[config.mk]
export PLATFORM = sky130hd
export DESIGN_NAME = command_driven_motor_pwm_flat
export DESIGN_NICKNAME = d
export VERILOG_FILES = /design/src/cdmp_pkg.sv /design/src/cdmp_if.sv /design/src/command_driven_motor_pwm.sv /design/src/flat_wrapper.sv
export SDC_FILE = /design/constraint.sdc
export NUM_CORES = 1
export LEC_CHECK = 0
export BUFFER_PORTS_ARGS = -buffer_cell sky130_fd_sc_hd__buf_4
export CAP_MARGIN = 15
export CORE_AREA = 10 10 120 122
export CTS_BUF_LIST = sky130_fd_sc_hd__clkbuf_4 sky130_fd_sc_hd__clkbuf_8
export CTS_CLUSTER_DIAMETER = 50
export DETAILED_ROUTE_END_ITERATION = 8
export DIE_AREA = 0 0 130 132
export GPL_ROUTABILITY_DRIVEN = 1
export PLACE_DENSITY = 0.72
export SLEW_MARGIN = 20
export SYNTH_ARGS = -nofsm -noshare
export SYNTH_HDL_FRONTEND = slang
export SYNTH_SLANG_ARGS = --single-unit
[constraint.sdc]
create_clock -name clk -period 4.6 [get_ports clk]
set_clock_uncertainty 0.2 [all_clocks]
set_input_delay 0.92 -clock clk [delete_from_list [all_inputs] [get_ports clk]]
set_output_delay 0.92 -clock clk [all_outputs]
set_load 0.1 [all_outputs]
[src/cdmp_pkg.sv]
// Shared types, codes and helpers of the command-driven motor PWM block.
package cdmp_pkg;

  localparam int unsigned OP_W    = 2;
  localparam int unsigned BYTE_W  = 8;
  localparam int unsigned LEVEL_W = 3;
  localparam int unsigned MODE_W  = 2;
  localparam int unsigned HEAD_W  = 3;
  localparam int unsigned CFG_IDX_W = 2;

  typedef logic [OP_W-1:0]      op_t;
  typedef logic [BYTE_W-1:0]    byte_t;
  typedef logic [LEVEL_W-1:0]   level_t;
  typedef logic [MODE_W-1:0]    mode_t;
  typedef logic [HEAD_W-1:0]    head_t;
  typedef logic [CFG_IDX_W-1:0] cfg_idx_t;

  localparam op_t OP_CMD  = 2'd0;
  localparam op_t OP_PWM  = 2'd1;
  localparam op_t OP_RAMP = 2'd2;

  localparam mode_t MODE_STOP  = 2'd0;
  localparam mode_t MODE_ACCEL = 2'd1;
  localparam mode_t MODE_DECEL = 2'd2;

  localparam head_t HEAD_NONE  = 3'd0;
  localparam head_t HEAD_FWD   = 3'd1;
  localparam head_t HEAD_REV   = 3'd2;
  localparam head_t HEAD_LEFT  = 3'd3;
  localparam head_t HEAD_RIGHT = 3'd4;

  localparam byte_t CMD_FWD   = 8'h71;
  localparam byte_t CMD_UP    = 8'h77;
  localparam byte_t CMD_DOWN  = 8'h65;
  localparam byte_t CMD_STOP  = 8'h72;
  localparam byte_t CMD_REV   = 8'h74;
  localparam byte_t CMD_LEFT  = 8'h79;
  localparam byte_t CMD_RIGHT = 8'h75;

  localparam byte_t PAT_NONE  = 8'h00;
  localparam byte_t PAT_FWD   = 8'h11;
  localparam byte_t PAT_REV   = 8'h33;
  localparam byte_t PAT_LEFT  = 8'h31;
  localparam byte_t PAT_RIGHT = 8'h13;

  localparam level_t LEVEL_MIN = 3'd1;
  localparam level_t LEVEL_MAX = 3'd5;

  localparam cfg_idx_t CFG_PWM_FLOOR  = 2'd0;
  localparam cfg_idx_t CFG_PWM_TOP    = 2'd1;
  localparam cfg_idx_t CFG_START_DUTY = 2'd2;
  localparam cfg_idx_t CFG_DUTY_STEP  = 2'd3;

  localparam byte_t RST_PWM_FLOOR  = 8'd20;
  localparam byte_t RST_PWM_TOP    = 8'd200;
  localparam byte_t RST_START_DUTY = 8'd70;
  localparam byte_t RST_DUTY_STEP  = 8'd20;

  function automatic byte_t pattern_for(input head_t head);
    byte_t pat;
    case (head)
      HEAD_FWD:   pat = PAT_FWD;
      HEAD_REV:   pat = PAT_REV;
      HEAD_LEFT:  pat = PAT_LEFT;
      HEAD_RIGHT: pat = PAT_RIGHT;
      default:    pat = PAT_NONE;
    endcase
    return pat;
  endfunction

endpackage

[src/cdmp_if.sv]
// Valid/ready channel interfaces for requests and results of the motor PWM block.
interface cdmp_in_if;
  import cdmp_pkg::*;

  logic  valid;
  logic  ready;
  op_t   op;
  byte_t command_byte;

  modport source (output valid, output op, output command_byte, input ready);
  modport sink (input valid, input op, input command_byte, output ready);
endinterface

interface cdmp_out_if;
  import cdmp_pkg::*;

  logic   valid;
  logic   ready;
  byte_t  drive_pattern;
  byte_t  duty_level;
  level_t level_now;
  mode_t  mode_now;
  head_t  heading;

  modport source (output valid, output drive_pattern, output duty_level, output level_now,
                  output mode_now, output heading, input ready);
  modport sink (input valid, input drive_pattern, input duty_level, input level_now,
                input mode_now, input heading, output ready);
endinterface

[src/command_driven_motor_pwm.sv]
// Top level of the command-driven two-motor PWM bridge controller.
//
// Requests arrive on in_req: op selects a command byte, a PWM tick or a ramp
// tick. Each accepted request yields exactly one result on out_rsp, holding
// the bridge pattern, ramped duty, speed level, run mode and heading after
// the request has been applied. Configuration registers (PWM floor, PWM top,
// start duty, duty step) are written through cfg_we, cfg_idx and cfg_data, by
// the user only while the block is idle; the block itself has no check on it.
//
// A request is captured in an input register; then the state update is done
// in one pass and the result is loaded into the output register. One request
// per cycle is sustained while the receiver keeps ready high. The output
// register and the input register form two stages, so a request is still
// taken while a result waits.
// When the receiver holds ready low, the result is held and at most one more
// request is buffered before in_req.ready drops.
// Reset (rst_n low, synchronous) restores all state and register defaults
// and empties both stages.
module command_driven_motor_pwm (
  input  logic                     clk,
  input  logic                     rst_n,
  cdmp_in_if.sink                  in_req,
  cdmp_out_if.source               out_rsp,
  input  logic                     cfg_we,
  input  cdmp_pkg::cfg_idx_t       cfg_idx,
  input  cdmp_pkg::byte_t          cfg_data
);
  import cdmp_pkg::*;

  byte_t  pwm_floor_r, pwm_top_r, start_duty_r, duty_step_r;

  logic   s1_valid_r;
  op_t    s1_op_r;
  byte_t  s1_cmd_r;

  mode_t  run_mode_r, run_mode_nxt;
  head_t  direction_r, direction_nxt;
  level_t speed_level_r, speed_level_nxt;
  logic   started_r, started_nxt;
  byte_t  duty_r, duty_nxt;
  byte_t  duty_target_r, duty_target_nxt;
  byte_t  pwm_count_r, pwm_count_nxt;
  byte_t  pattern_r, pattern_nxt;

  logic   out_valid_r;
  byte_t  out_pattern_r, out_duty_r;
  level_t out_level_r;
  mode_t  out_mode_r;
  head_t  out_head_r;

  logic   out_load;
  logic   s1_adv;
  logic [BYTE_W:0] sum_w;
  logic [BYTE_W:0] cnt_inc;

  assign out_load = !out_valid_r || out_rsp.ready;
  assign s1_adv   = s1_valid_r && out_load;
  assign in_req.ready = !s1_valid_r || out_load;

  always_comb begin
    run_mode_nxt    = run_mode_r;
    direction_nxt   = direction_r;
    speed_level_nxt = speed_level_r;
    started_nxt     = started_r;
    duty_nxt        = duty_r;
    duty_target_nxt = duty_target_r;
    pwm_count_nxt   = pwm_count_r;
    pattern_nxt     = pattern_r;
    sum_w   = {1'b0, duty_target_r} + {1'b0, duty_step_r};
    cnt_inc = {1'b0, pwm_count_r} + {{BYTE_W{1'b0}}, 1'b1};
    case (s1_op_r)
      OP_CMD: begin
        case (s1_cmd_r)
          CMD_FWD, CMD_REV, CMD_LEFT, CMD_RIGHT: begin
            run_mode_nxt    = MODE_ACCEL;
            duty_target_nxt = start_duty_r;
            started_nxt     = 1'b1;
            if (speed_level_r < 3'd2) begin
              case (s1_cmd_r)
                CMD_FWD:  direction_nxt = HEAD_FWD;
                CMD_REV:  direction_nxt = HEAD_REV;
                CMD_LEFT: direction_nxt = HEAD_LEFT;
                default:  direction_nxt = HEAD_RIGHT;
              endcase
            end
          end
          CMD_UP: begin
            if (started_r && speed_level_r < LEVEL_MAX) begin
              run_mode_nxt    = MODE_ACCEL;
              duty_target_nxt = sum_w[BYTE_W] ? {BYTE_W{1'b1}} : sum_w[BYTE_W-1:0];
              speed_level_nxt = speed_level_r + 3'd1;
            end
          end
          CMD_DOWN: begin
            if (speed_level_r > LEVEL_MIN) begin
              run_mode_nxt    = MODE_DECEL;
              duty_target_nxt = (duty_target_r > duty_step_r) ?
                                duty_target_r - duty_step_r : '0;
              speed_level_nxt = speed_level_r - 3'd1;
            end
          end
          CMD_STOP: begin
            run_mode_nxt    = MODE_STOP;
            speed_level_nxt = LEVEL_MIN;
            duty_nxt        = '0;
            direction_nxt   = HEAD_NONE;
            started_nxt     = 1'b0;
            pattern_nxt     = PAT_NONE;
          end
          default: begin
          end
        endcase
      end
      OP_PWM: begin
        if (run_mode_r != MODE_STOP) begin
          pattern_nxt   = (pwm_count_r > duty_r) ? PAT_NONE : pattern_for(direction_r);
          pwm_count_nxt = (cnt_inc > {1'b0, pwm_top_r}) ? pwm_floor_r : cnt_inc[BYTE_W-1:0];
        end
      end
      OP_RAMP: begin
        if (run_mode_r != MODE_STOP) begin
          if (duty_r < duty_target_r) begin
            duty_nxt = duty_r + 8'd1;
          end else if (duty_r > duty_target_r) begin
            duty_nxt = duty_r - 8'd1;
          end
        end
      end
      default: begin
      end
    endcase
  end

  always_ff @(posedge clk) begin
    if (!rst_n) begin
      pwm_floor_r  <= RST_PWM_FLOOR;
      pwm_top_r    <= RST_PWM_TOP;
      start_duty_r <= RST_START_DUTY;
      duty_step_r  <= RST_DUTY_STEP;
    end else if (cfg_we) begin
      case (cfg_idx)
        CFG_PWM_FLOOR:  pwm_floor_r  <= cfg_data;
        CFG_PWM_TOP:    pwm_top_r    <= cfg_data;
        CFG_START_DUTY: start_duty_r <= cfg_data;
        CFG_DUTY_STEP:  duty_step_r  <= cfg_data;
        default: begin
        end
      endcase
    end
  end

  always_ff @(posedge clk) begin
    if (!rst_n) begin
      s1_valid_r <= 1'b0;
    end else if (in_req.ready) begin
      s1_valid_r <= in_req.valid;
    end
    if (in_req.valid && in_req.ready) begin
      s1_op_r  <= in_req.op;
      s1_cmd_r <= in_req.command_byte;
    end
  end

  always_ff @(posedge clk) begin
    if (!rst_n) begin
      run_mode_r    <= MODE_STOP;
      direction_r   <= HEAD_NONE;
      speed_level_r <= LEVEL_MIN;
      started_r     <= 1'b0;
      duty_r        <= '0;
      duty_target_r <= RST_START_DUTY;
      pwm_count_r   <= RST_PWM_FLOOR;
      pattern_r     <= PAT_NONE;
    end else if (s1_adv) begin
      run_mode_r    <= run_mode_nxt;
      direction_r   <= direction_nxt;
      speed_level_r <= speed_level_nxt;
      started_r     <= started_nxt;
      duty_r        <= duty_nxt;
      duty_target_r <= duty_target_nxt;
      pwm_count_r   <= pwm_count_nxt;
      pattern_r     <= pattern_nxt;
    end
  end

  always_ff @(posedge clk) begin
    if (!rst_n) begin
      out_valid_r <= 1'b0;
    end else if (out_load) begin
      out_valid_r <= s1_valid_r;
    end
    if (s1_adv) begin
      out_pattern_r <= pattern_nxt;
      out_duty_r    <= duty_nxt;
      out_level_r   <= speed_level_nxt;
      out_mode_r    <= run_mode_nxt;
      out_head_r    <= direction_nxt;
    end
  end

  assign out_rsp.valid         = out_valid_r;
  assign out_rsp.drive_pattern = out_pattern_r;
  assign out_rsp.duty_level    = out_duty_r;
  assign out_rsp.level_now     = out_level_r;
  assign out_rsp.mode_now      = out_mode_r;
  assign out_rsp.heading       = out_head_r;

endmodule

[src/flat_wrapper.sv]
// flat-port wrapper written by rule: the top's interface ports become plain ports
module command_driven_motor_pwm_flat import cdmp_pkg::*;
  (clk, rst_n, cfg_we, cfg_idx, cfg_data, in_req_valid, in_req_op, in_req_command_byte, in_req_ready, out_rsp_valid, out_rsp_drive_pattern, out_rsp_duty_level, out_rsp_level_now, out_rsp_mode_now, out_rsp_heading, out_rsp_ready);
  cdmp_in_if in_req_i ();
  cdmp_out_if out_rsp_i ();
  input  logic clk;
  input  logic rst_n;
  input  logic cfg_we;
  input  cdmp_pkg::cfg_idx_t cfg_idx;
  input  cdmp_pkg::byte_t cfg_data;
  input wire logic [$bits(in_req_i.valid)-1:0] in_req_valid;
  input wire logic [$bits(in_req_i.op)-1:0] in_req_op;
  input wire logic [$bits(in_req_i.command_byte)-1:0] in_req_command_byte;
  output wire logic [$bits(in_req_i.ready)-1:0] in_req_ready;
  output wire logic [$bits(out_rsp_i.valid)-1:0] out_rsp_valid;
  output wire logic [$bits(out_rsp_i.drive_pattern)-1:0] out_rsp_drive_pattern;
  output wire logic [$bits(out_rsp_i.duty_level)-1:0] out_rsp_duty_level;
  output wire logic [$bits(out_rsp_i.level_now)-1:0] out_rsp_level_now;
  output wire logic [$bits(out_rsp_i.mode_now)-1:0] out_rsp_mode_now;
  output wire logic [$bits(out_rsp_i.heading)-1:0] out_rsp_heading;
  input wire logic [$bits(out_rsp_i.ready)-1:0] out_rsp_ready;
  assign in_req_i.valid = in_req_valid;
  assign in_req_i.op = in_req_op;
  assign in_req_i.command_byte = in_req_command_byte;
  assign in_req_ready = in_req_i.ready;
  assign out_rsp_valid = out_rsp_i.valid;
  assign out_rsp_drive_pattern = out_rsp_i.drive_pattern;
  assign out_rsp_duty_level = out_rsp_i.duty_level;
  assign out_rsp_level_now = out_rsp_i.level_now;
  assign out_rsp_mode_now = out_rsp_i.mode_now;
  assign out_rsp_heading = out_rsp_i.heading;
  assign out_rsp_i.ready = out_rsp_ready;
  command_driven_motor_pwm u_core (.clk(clk), .rst_n(rst_n), .in_req(in_req_i), .out_rsp(out_rsp_i), .cfg_we(cfg_we), .cfg_idx(cfg_idx), .cfg_data(cfg_data));
endmodule
### Word-level counts from Yosys, hierarchy flattened

Cells that the tools add are included.

| operators by class | value |
|---|---|
| equal/unequal tests | 18 |
| add/subtract/negate cells | 7 |
| order comparisons | 8 |
| reduce and logical (&&, ||, !) cells | 20 |
| mux-type cells | 29 |

Operator list:

| operator | count |
|---|---|
| 8-bit 2-to-1 mux | 11 |
| 8-bit by 7-bit equality test with 1-bit output (second input constant) | 7 |
| 8-bit case mux with 2 select lines | 2 |
| 8-bit greater-than comparator | 3 |
| 6-bit case mux with 4 select lines | 1 |
| 8-bit case mux with 3 select lines | 1 |
| 3-bit case mux with 3 select lines | 2 |
| 3-bit 2-to-1 mux | 5 |
| 8-bit by 1-bit adder with 9-bit output (second input constant) | 1 |
| 8-bit by 8-bit adder with 9-bit output | 1 |
| 9-bit by 8-bit greater-than comparator with 1-bit output | 1 |
| 8-bit by 1-bit adder with 8-bit output (second input constant) | 1 |
| 8-bit < comparator | 1 |
| 2-bit case mux with 4 select lines | 1 |
| 2-bit AND reduction | 4 |
| 8-bit by 1-bit subtractor with 8-bit output (second input constant) | 1 |
| 8-bit subtractor | 1 |
| 2-bit equality test (second input constant) | 3 |
| 3-bit by 2-bit equality test with 1-bit output (second input constant) | 2 |
| 2-bit 2-to-1 mux | 3 |
| 6-bit 2-to-1 mux | 1 |
| 3-bit case mux with 2 select lines | 1 |
| 3-bit AND reduction | 2 |
| 5-bit AND reduction | 1 |
| 17 further kinds | 25 |

| storage, ports and cells | value |
|---|---|
| input bits | 25 |
| register bits | 109 |
| output and inout bits | 26 |
| word-level logic and storage cells | 103 |

### Logic depth before layout (Yosys ltp)

| logic depth | value |
|---|---|
| depth after elaboration | 5 |
| mapped depth | 15 |
| depth with buffers taken out | 14 |

### Worst setup path before layout

No wires, ideal clock.

| timing path | value |
|---|---|
| kind | reg2reg |
| start point | register u_core.pwm_count_r[0] |
| end point | register u_core.pwm_count_r[2] |
| setup time | 0.129 ns |
| arrival time | 2.905 ns |
| path slack | 1.366 ns |
| path buffers | 1 |
| stages on the path, launching flop included | 16 |
| clock period less this slack | 3.234 ns |
| data required time | 4.271 ns |
| cells stage by stage | dfxtp_1 > ha_1 > nand4_1 > inv_1 > nand2_1 > xor2_1 > inv_1 > ha_1 > a211o_1 > a211oi_2 > a211oi_2 > or2_1 > buf_2 > mux2_1 > o22ai_1 > nand2_1 |

| between the ends | value |
|---|---|
| longest elaborated chain between the ends | 3 |

Ends and longest elaborated chain:

| what | RTL line | source |
|---|---|---|
| start: declaration | command_driven_motor_pwm.sv:42 | `byte_t pwm_count_r, pwm_count_nxt;` |
| start signal: assignment | command_driven_motor_pwm.sv:181 | `pwm_count_r <= pwm_count_nxt;` |
| 8-bit by 1-bit adder with 9-bit output * | command_driven_motor_pwm.sv:70 | `cnt_inc = {1'b0, pwm_count_r} + {{BYTE_W{1'b0}}, 1'b1};` |
| 9-bit by 8-bit greater-than comparator with 1-bit output | command_driven_motor_pwm.sv:117 | `pwm_count_nxt = (cnt_inc > {1'b0, pwm_top_r}) ? pwm_floor_r : cnt_inc[BYTE_W-1:0];` |
| 8-bit 2-to-1 mux * | command_driven_motor_pwm.sv:117 |  |

Every way passes the cells marked *; elsewhere a longest branch is shown, timed or not.
A chain may end at the register's enable or synchronous reset.

### Worst setup path after layout

Same ends and word-level chain as after synthesis.

==> flow_summary.yaml <==
finish:
  final_util: 0.600
  syn_to_final_growth_pct: 9.74
  n_antenna_cell: 0
  most-common-layout-cells: "101 x nand2_1, 75 x dfxtp_1, 60 x nor2_1, 53 x buf_4, 51 x a21oi_1"
  num-nets-final: 858
  drive_gt1_frac: 0.125
  final_common_cell: "nand2_1"
place:
  gp_congestion: 0.958
  portBuffers: 50
  post-dp-hpwl_um: 12100
sta:
  holdWs_ns: 0.264
  timing.final.crit_period_ns: 3.62
  finalSetupViolations: 0
  hold_viol: 0
  rsz0062_at_grt: "no"
  relSlewSlack: 0.398
  slew_viol_final: 0
  min_period_over_period: 0.787
  fin_setup_tns_ns: 0
  max_freq_mhz: 276
  tightest_slew_ns: 0.901
routing:
  drc: 0
  initialDrtViolationCount: 521
  viasPerCell: 5.99
  dr.pass1.iters: 6
  ant_nets: 0
  wl_per_cell_um: 17.1
  dr_total_vias: 5611
  drt_wl_total_um: 16000
critical_path:
  required_ns: 4.68
  endpoint_kind: "flop"
  start_kind: "flop"
  crit_arrival_ns: 3.70
  cp_max_fo: 10
  r2r.worst_path.cells: 14
  path_class: "reg2reg"
floorplan:
  row_count: 40
  die-area_um2: 17200
  start_util: 0.547
  fp.dieH_um: 132
  core-area_um2: 11900
  die_w_um: 130
  pin_count: 51
clock_network:
  ctsResizeCount: 0
  cts.root.buffer_cell: "clkbuf_8"
  ctsHoldBuffers: 0
  cts.sinks: 109
  cts_made_buffers: 9
  clockBufferDepth: 2
  cts.reportedPaths.clkPinSlew_ns: 0.12
  htreeDepth: 3
  clk_latency_ns: 0.40
  post-cts-setup-buffers: 0
  cts_tree: "done"
worst_hold_path:
  holdPathStages: 1
  min_path_type: "reg2reg"
synthesis:
  yosys.area_share.simple: 0.214
  muxShareOfSynthArea: 0.0204
  ys_top_cells_by_area: "dfxtp_1 23%, edfxtp_1 16%, ha_1 8.8%"
  ys_ff_latch: 109
  ys_seq_area_frac: 0.387
  syn_inst: 753
  synth_fp_nets: 826
  synth_edf_count: 34
  yosysWarningCount: 0
  synth_top_area_share: 0.230
  synth_top_family_by_area: "simple AND/OR/NAND/NOR gates"
  synth_cell_type_count: 80
  yosys.area.top_type: "dfxtp_1"
  synth-adder-area-share: 0.0945
  async_reset_ff_frac: 0
  synth-compound-area-share: 0.207
  synthFlopType: "dfxtp_1"
  synthXorXnorAreaFrac: 0.0255
  syn_avg_cell_area_um2: 8.65
  synthesis.area_um2: 6510
global_route:
  grtUsageMet3: 0.0306
  grt-busiest-layer: "met2"
  met1_usage: 0.248
  overflow: 0
  grt_pass1_vias: 5425
  grt_use_met2: 0.301
  track_usage: 0.189
  grt_pass1_wl_um: 26800
  antenna_found_initial: 0
  grt_max_degree: 36
power:
  power.leakage_nw: 2.83
  power_density_nw_per_um2: 266
  ir_drop_mv: 0.167
run_status:
  outcome: "finished clean"
run:
  cap_violations: 0
## flip-flops by register name, summed over array words and instances (netlist names), 2 cells and up
name / flops
u_core.duty_target_r: 8
u_core.s1_op_r: 2
u_core.start_duty_r: 8
u_core.pwm_top_r: 8
u_core.out_rsp.mode_now: 2
u_core.out_rsp.duty_level: 8
u_core.pwm_count_r: 8
u_core.duty_step_r: 8
u_core.out_rsp.heading: 3
u_core.out_rsp.drive_pattern: 8
u_core.duty_r: 8
u_core.out_rsp.level_now: 3
u_core.speed_level_r: 3
u_core.pwm_floor_r: 8
u_core.s1_cmd_r: 8
u_core.direction_r: 3
u_core.run_mode_r: 2
u_core.pattern_r: 8
## area by class of cell
class / instances / area [um^2]
Inverter: 45 / 169
Clock buffer: 9 / 124
Timing Repair Buffer: 53 / 398
Multi-Input combinational cell: 567 / 3660
Tap cell: 147 / 184
Fill cell: 1056 / 4760
Sequential cell: 109 / 2520
Clock inverter: 7 / 92.6
## critical path, cell delays in order (launching register included)
cell	delay [ns]
dfxtp_1	0.44
ha_1	0.31
nand4_1	0.16
inv_1	0.10
nand2_1	0.06
xor2_1	0.18
inv_1	0.07
ha_1	0.32
a211o_1	0.18
a21oi_1	0.06
a211oi_2	0.46
or2_1	0.40
mux2_1	0.36
o22ai_1	0.13
nand2_1	0.07
## final timing paths
check                              from                     to  slack (ns)
setup / recovery  u_core.pwm_count_r[0]  u_core.pwm_count_r[2]        0.98
hold / removal      u_core.pattern_r[3]    u_core.pattern_r[3]        0.26
setup reg to reg  u_core.pwm_count_r[0]  u_core.pwm_count_r[2]        0.98
hold reg to reg     u_core.pattern_r[3]    u_core.pattern_r[3]        0.26
## cell usage after synthesis, drive strengths merged, types with 8 or more instances
master and instances:
buf 17, nor2b 13, a21o 10, nand2 101, clkbuf 15, edfxtp 34, nand4 13, nor3 12
mux2i 11, a211oi 8, o211ai 16, ha 46, or3 14, a21oi 55, nand3 23, and2 13
xnor2 12, dfxtp 75, a32o 9, nor2 63, o21ai 43, a31oi 11, inv 44, nand2b 10
## where the power goes
part           switching [mW]  internal, mW  total, mW  leakage, nW
logic                   0.164        0.0702      0.234         1.79
clock network           0.366         0.266      0.633        0.111
registers              0.0202          1.02       1.04        0.930
total                   0.551          1.35       1.90         2.83
## cells by family after synthesis
family                     count (synthesis)
adders and majority gates                 48
muxes                                     13
DFF                                      109
AOI/OAI and AO/OA                        200
and+or+nand+nor                          287
xor gates and xnor gates                  19
buffers and inverters                     77
## metal layers
metal / vias to the layer above / wire length [um]
met5: - / 0
met4: 0 / 365
met3: 32 / 727
met2: 176 / 7440
met1: 2638 / 7440
li1: 2765 / -
## metrics by stage
step                setup slack (ns)  total power [mW]  area [um^2]  std cells
floorplan                       1.37              1.23         6520        753
global placement                1.19              1.29         6930        921
detailed placement              1.06              1.29         6930        921
CTS                             1.02              1.92         7150        937
global route                   0.728              1.98         7150        937
finish                         0.978              1.90         7150        937
No activity file was read; power rests on OpenSTA's default activity.
